**src/sv/fmsa_pkg.sv**
```systemverilog
package fmsa_pkg;

    // Field and accumulator widths
    localparam int VAL_W     = 16;   // Q4.12 inputs
    localparam int PROD_W    = 32;   // Q8.24 products and lane sums
    localparam int P2_W      = 61;   // squared products, never above 2^60
    localparam int SQ_W      = 63;   // lane square sums, 0 .. 2^63-1
    localparam int DIFF_W    = 64;   // s^2 - q
    localparam int HALF_SH   = 25;   // halve and move Q16.48 to Q24.24
    localparam int TERM_W    = DIFF_W - HALF_SH;
    localparam int SCORE_W   = 48;   // Q24.24 score
    localparam int SUM_W     = SCORE_W + 1;
    localparam int TOT_W     = SCORE_W + 2;
    localparam int BIAS_SH   = 12;   // Q4.12 to Q24.24

    localparam int LANES_MAX      = 8;
    localparam int EMBED_SIZE_DEF = 8;

    // Configuration port
    localparam int CFG_IDX_W  = 2;
    localparam int CFG_DATA_W = 16;
    localparam logic [CFG_IDX_W-1:0] CFG_ADD_INTERCEPT    = 2'd0;
    localparam logic [CFG_IDX_W-1:0] CFG_INTERCEPT_WEIGHT = 2'd1;

    // Controller to datapath commands
    typedef struct packed {
        logic load;       // capture the incoming item
        logic mul_p;      // form v*x and w*x
        logic mul_sq;     // form (v*x)^2
        logic acc;        // update the row accumulators
        logic fin_start;  // clear cross sum, point at lane 0
        logic lane_sq;    // square the lane sum of the current lane
        logic lane_sub;   // subtract the lane square sum
        logic lane_acc;   // add the halved term to the cross sum
        logic lane_next;  // advance the lane pointer
        logic sum;        // first-order sum plus cross sum
        logic emit;       // add bias, clamp, load the output register, clear row
    } t_cmd;

    // Datapath to controller status
    typedef struct packed {
        logic last;       // the held item closes the row
        logic lane_last;  // lane pointer is at the final lane
        logic out_free;   // output register can take a result this cycle
    } t_sts;

endpackage

```
**src/sv/fmsa_ctrl.sv**
```systemverilog
module fmsa_ctrl import fmsa_pkg::*; (
    input  logic i_clk,
    input  logic i_rst_n,
    input  logic i_in_valid,
    input  t_sts i_sts,
    output logic o_in_stall,
    output t_cmd o_cmd
);

    localparam logic [3:0] S_IDLE = 4'd0;
    localparam logic [3:0] S_MUL1 = 4'd1;
    localparam logic [3:0] S_MUL2 = 4'd2;
    localparam logic [3:0] S_ACC  = 4'd3;
    localparam logic [3:0] S_FSQ  = 4'd4;
    localparam logic [3:0] S_FSUB = 4'd5;
    localparam logic [3:0] S_FACC = 4'd6;
    localparam logic [3:0] S_SUM  = 4'd7;
    localparam logic [3:0] S_OUT  = 4'd8;

    logic [3:0] r_state;
    logic [3:0] n_state;

    // Take an item only while idle
    assign o_in_stall = (r_state != S_IDLE);

    // Next state and commands
    always_comb begin
        n_state = r_state;
        o_cmd   = '0;
        unique case (r_state)
            S_IDLE: begin
                if (i_in_valid) begin
                    o_cmd.load = 1'b1;
                    n_state    = S_MUL1;
                end
            end
            S_MUL1: begin
                o_cmd.mul_p = 1'b1;
                n_state     = S_MUL2;
            end
            S_MUL2: begin
                o_cmd.mul_sq = 1'b1;
                n_state      = S_ACC;
            end
            S_ACC: begin
                o_cmd.acc = 1'b1;
                if (i_sts.last) begin
                    o_cmd.fin_start = 1'b1;
                    n_state         = S_FSQ;
                end else begin
                    n_state = S_IDLE;
                end
            end
            S_FSQ: begin
                o_cmd.lane_sq = 1'b1;
                n_state       = S_FSUB;
            end
            S_FSUB: begin
                o_cmd.lane_sub = 1'b1;
                n_state        = S_FACC;
            end
            S_FACC: begin
                o_cmd.lane_acc = 1'b1;
                if (i_sts.lane_last) begin
                    n_state = S_SUM;
                end else begin
                    o_cmd.lane_next = 1'b1;
                    n_state         = S_FSQ;
                end
            end
            S_SUM: begin
                o_cmd.sum = 1'b1;
                n_state   = S_OUT;
            end
            S_OUT: begin
                // Hold until the output register frees up
                if (i_sts.out_free) begin
                    o_cmd.emit = 1'b1;
                    n_state    = S_IDLE;
                end
            end
            default: begin
                n_state = S_IDLE;
            end
        endcase
    end

    always_ff @(posedge i_clk) begin
        if (!i_rst_n) begin
            r_state <= S_IDLE;
        end else begin
            r_state <= n_state;
        end
    end

    // One item in flight: an accepted item blocks the next cycle
    a_one_item: assert property (@(posedge i_clk) disable iff (!i_rst_n)
        (i_in_valid && !o_in_stall) |=> o_in_stall)
        else $error("item accepted while previous item still in work");

    // Never overwrite a result that is still waiting
    a_emit_free: assert property (@(posedge i_clk) disable iff (!i_rst_n)
        o_cmd.emit |-> i_sts.out_free)
        else $error("result emitted into a stalled output register");

    // Final lane leads straight to the score sum
    a_lane_done: assert property (@(posedge i_clk) disable iff (!i_rst_n)
        (o_cmd.lane_acc && i_sts.lane_last) |=> (o_cmd.sum && !o_cmd.lane_sq))
        else $error("lane sweep did not end in the score sum");

endmodule

```
**config.mk**
```make
export PLATFORM = sky130hd
export DESIGN_NAME = fmsa_ctrl
export DESIGN_NICKNAME = d
export VERILOG_FILES = /design/src/sv/fmsa_pkg.sv /design/src/sv/fmsa_ctrl.sv
export SDC_FILE = /design/constraint.sdc
export NUM_CORES = 1
export LEC_CHECK = 0
export CORE_AREA = 5 5 42 44
export CTS_BUF_LIST = sky130_fd_sc_hd__clkbuf_8
export CTS_CLUSTER_DIAMETER = 50
export DETAILED_ROUTE_END_ITERATION = 16
export DIE_AREA = 0 0 47 49
export DONT_BUFFER_PORTS = 1
export PLACE_DENSITY_LB_ADDON = 0.1
export SYNTH_ARGS = -nofsm -noshare
export SYNTH_HDL_FRONTEND = slang
export SYNTH_SLANG_ARGS = --single-unit
```
**constraint.sdc**
```tcl
create_clock -name i_clk -period 1.21 [get_ports i_clk]
set_input_delay 0.0605 -clock i_clk [delete_from_list [all_inputs] [get_ports i_clk]]
set_output_delay 0.0605 -clock i_clk [all_outputs]
set_load 0.01 [all_outputs]
```
==> summary.txt <==
Routing
  • Total wire length: 883 um
  • Met2 Routed Length: 445 um
  • Vias after detailed routing: 339
  • Remaining design rule violation count: 0
  • Number of routed nets with antenna violations: 0
  • Vias per std cell: 4.843
  • Average wire per standard cell: 12.61 um
  • First-iteration detailed-routing DRC count: 3
  • Met3 routed wirelength: 84 um
  • Pre-antenna DRT Iters: 3
  • Metal-1 WL: 319 um
  • Highest signal layer in the routed design: met4

Clock tree
  • Clk buf depth: 2
  • Root Buffer: clkbuf_8
  • TritonCTS clock tree: done
  • CTS H-Tree Depth: 1
  • Clock Sink Count: 4
  • Register clock-pin slew on the reported worst setup and hold paths: 30 ps
  • Total CTS buffers: 3
  • Clock insertion delay at the later pin of the skew report: 210 ps

Status
  • Outcome: finished, violations left
  • Violations in the final reports: setup timing

Finish
  • Filler cells: 166
  • Max reg flops: 4
  • Register name with the most flops: r_state
  • Utilization of the core after routing: 34.11%
  • Final net count: 62
  • Fraction of layout cells with a size suffix above 1: 51.85%
  • Largest registers: r_state (4)
  • Inserted Diodes: 0
  • Synth-to-layout area growth: 58.51%

Worst setup path
  • WP data arrival: 1260 ps
  • Maximum fanout along the worst path: 3
  • Crit start category: flop
  • Critical path class: reg -> out
  • Critical path data required time: 1150 ps
  • Element type at the critical path end: output port

Logic synthesis
  • Synth Net Count: 48
  • Gate count of the mapped netlist: 42
  • Synth Register Bits: 4
  • Cell area after synthesis: 301.5 sq um
  • Register area share after synthesis: 26.56%
  • Number of different library cells in the post-synthesis netlist: 21
  • Synthesized area per cell: 7.180 sq um
  • Warnings, synthesis: 0

Floorplanning
  • Die boundary height: 49 um
  • Placeable core region: 0.001401 sq mm
  • Count of standard-cell rows: 14
  • Die ar.: 0.002303 sq mm
  • Number of I/O pins: 18
  • Initial core utilization: 21.52%
  • Width of the chip: 47 um

Run
  • Total of max-cap violations: 0

Placed design
  • Input/output buffers: 0
  • Placer's final routability congestion estimate: 0.6910
  • Detail Placement HPWL: 660 um

Timing
  • Fmax: 0.7574 GHz
  • Share of the clock period used by the worst path: 109.1%
  • Final setup fails: 6
  • Min Clock Period, post-route: 1320 ps
  • RSZ-0062 raised after global routing: yes
  • Number of max-slew violations in the final report: 0
  • Final clock skew: 0.7370 ps
  • Final critical-path setup slack: -110.3 ps
  • Max_slew headroom: 74.30%
  • Transition time at the pin with the least slew margin: 382.6 ps
  • Worst hold slack: 17.58 ps
  • Hold violation total from the final report: 0

Global route
  • Via count of the first global-routing pass: 319
  • Wire length of the first global-routing pass: 1.373 mm
  • Initial antenna violation count: 0
  • GRT Resource Usage Total: 8.380%
  • Largest net degree at the start of global routing: 9
  • Overflow left after global routing: 0

Pwr
  • Worst ir drop on vdd: 0.6809 mV
  • P_leak: 0.0002093 uW
  • Power density over cell area: 1754 mW/mm^2

Min path
  • Min-Delay Path Class: in -> reg
cell usage after synthesis:
cell	count	area share [%]
nor2_1	5	6.2
nor3_1	5	8.3
dfxtp_1	4	27
nand2_1	4	5.0
nand2b_1	4	8.3
a21oi_1	3	5.0
buf_2	2	3.3
inv_1	2	2.5
and2_1	1	2.1
and2b_1	1	2.5
and3_1	1	2.1
buf_6	1	3.7
nand4b_1	1	2.9
nor2b_1	1	2.1
nor4_1	1	2.1
o2111a_1	1	3.7
o211ai_1	1	2.5
o21ai_2	1	2.9
or2_2	1	2.1
or2b_1	1	2.5
or4_4	1	3.7
through the flow:
| step | setup TNS, ps | power (uW) | instances | area (sq um) | setup WS (ps) |
|---|---|---|---|---|---|
| final | -394.8 | 838.4 | 70 | 478.0 | -110.3 |
| after global routing | -769.3 | 894.8 | 70 | 478.0 | -143.9 |
| after CTS | -447.9 | 822.2 | 70 | 464.2 | -106.6 |
| after detailed placement | 0 | 471.2 | 64 | 367.9 | 45.66 |
| after global placement | 0 | 467.9 | 64 | 367.9 | 49.76 |
| after floorplan | 0 | 382.3 | 42 | 301.5 | 25.60 |
layer usage:
layer	vias up	track usage, %
met1	155	8.352
met5	-	0
met2	10	12.22
met3	4	4.059
met4	0	7.373
li1	170	-
where the power goes:
group / switching (uW) / total, uW / internal, uW
registers: 29.3 / 189 / 160
clock network: 64.8 / 277 / 212
logic: 182 / 373 / 191
total: 276 / 838 / 562
final timing paths:
check	from	end	slack, ps	depth (start not counted)
max	r_state[2]	o_in_stall	-110	2
min	i_rst_n	r_state[2]	20	2
max reg2reg	r_state[2]	r_state[3]	-90	4
min reg2reg	r_state[3]	r_state[2]	580	2
placed cells by master, fill, tap and decap left out, types with 2 or more instances in the layout:
cell type | Yosys | layout
nand2b_1 | 4 | 4
nor3_2 | 0 | 3
nor3_1 | 5 | 2
a21oi_1 | 3 | 3
nand2_1 | 4 | 3
clkbuf_8 | 0 | 3
dfxtp_2 | 0 | 3
buf_4 | 0 | 9
nor2_1 | 5 | 3
buf_6 | 1 | 2
cells by family after synthesis:
kind of cell,synth area share [%]
simple gates,49.80
compound gates,14.11
buf+inv,9.544
flops,26.56
repair_timing:
action / 4_1_cts / 5_1_grt
resized for setup: 11 / 4
pin swaps: 1 / 0
setup endpoints to repair: 7 / 11
cloned: 0 / 0
hold buffers: 1 / 0
setup buffers: 2 / 0
endpoints found under the hold margin: 2 / 0
worst max-delay path, cell delays in order (launching register included):
cell     delay (ps)
dfxtp_2         320
or4_4           580
buf_6           150
final cells by class:
| cell class | instances | area [sq um] | share of cell area (%) |
|---|---|---|---|
| Clock buffer | 3 | 41.29 | 8.639 |
| Tap cell | 16 | 20.02 | 4.188 |
| Multi-Input combinational cell | 33 | 225.2 | 47.12 |
| Inverter | 2 | 7.507 | 1.571 |
| Timing Repair Buffer | 12 | 100.1 | 20.94 |
| Sequential cell | 4 | 83.83 | 17.54 |
Note: power is estimated with default switching activity, not from simulation.
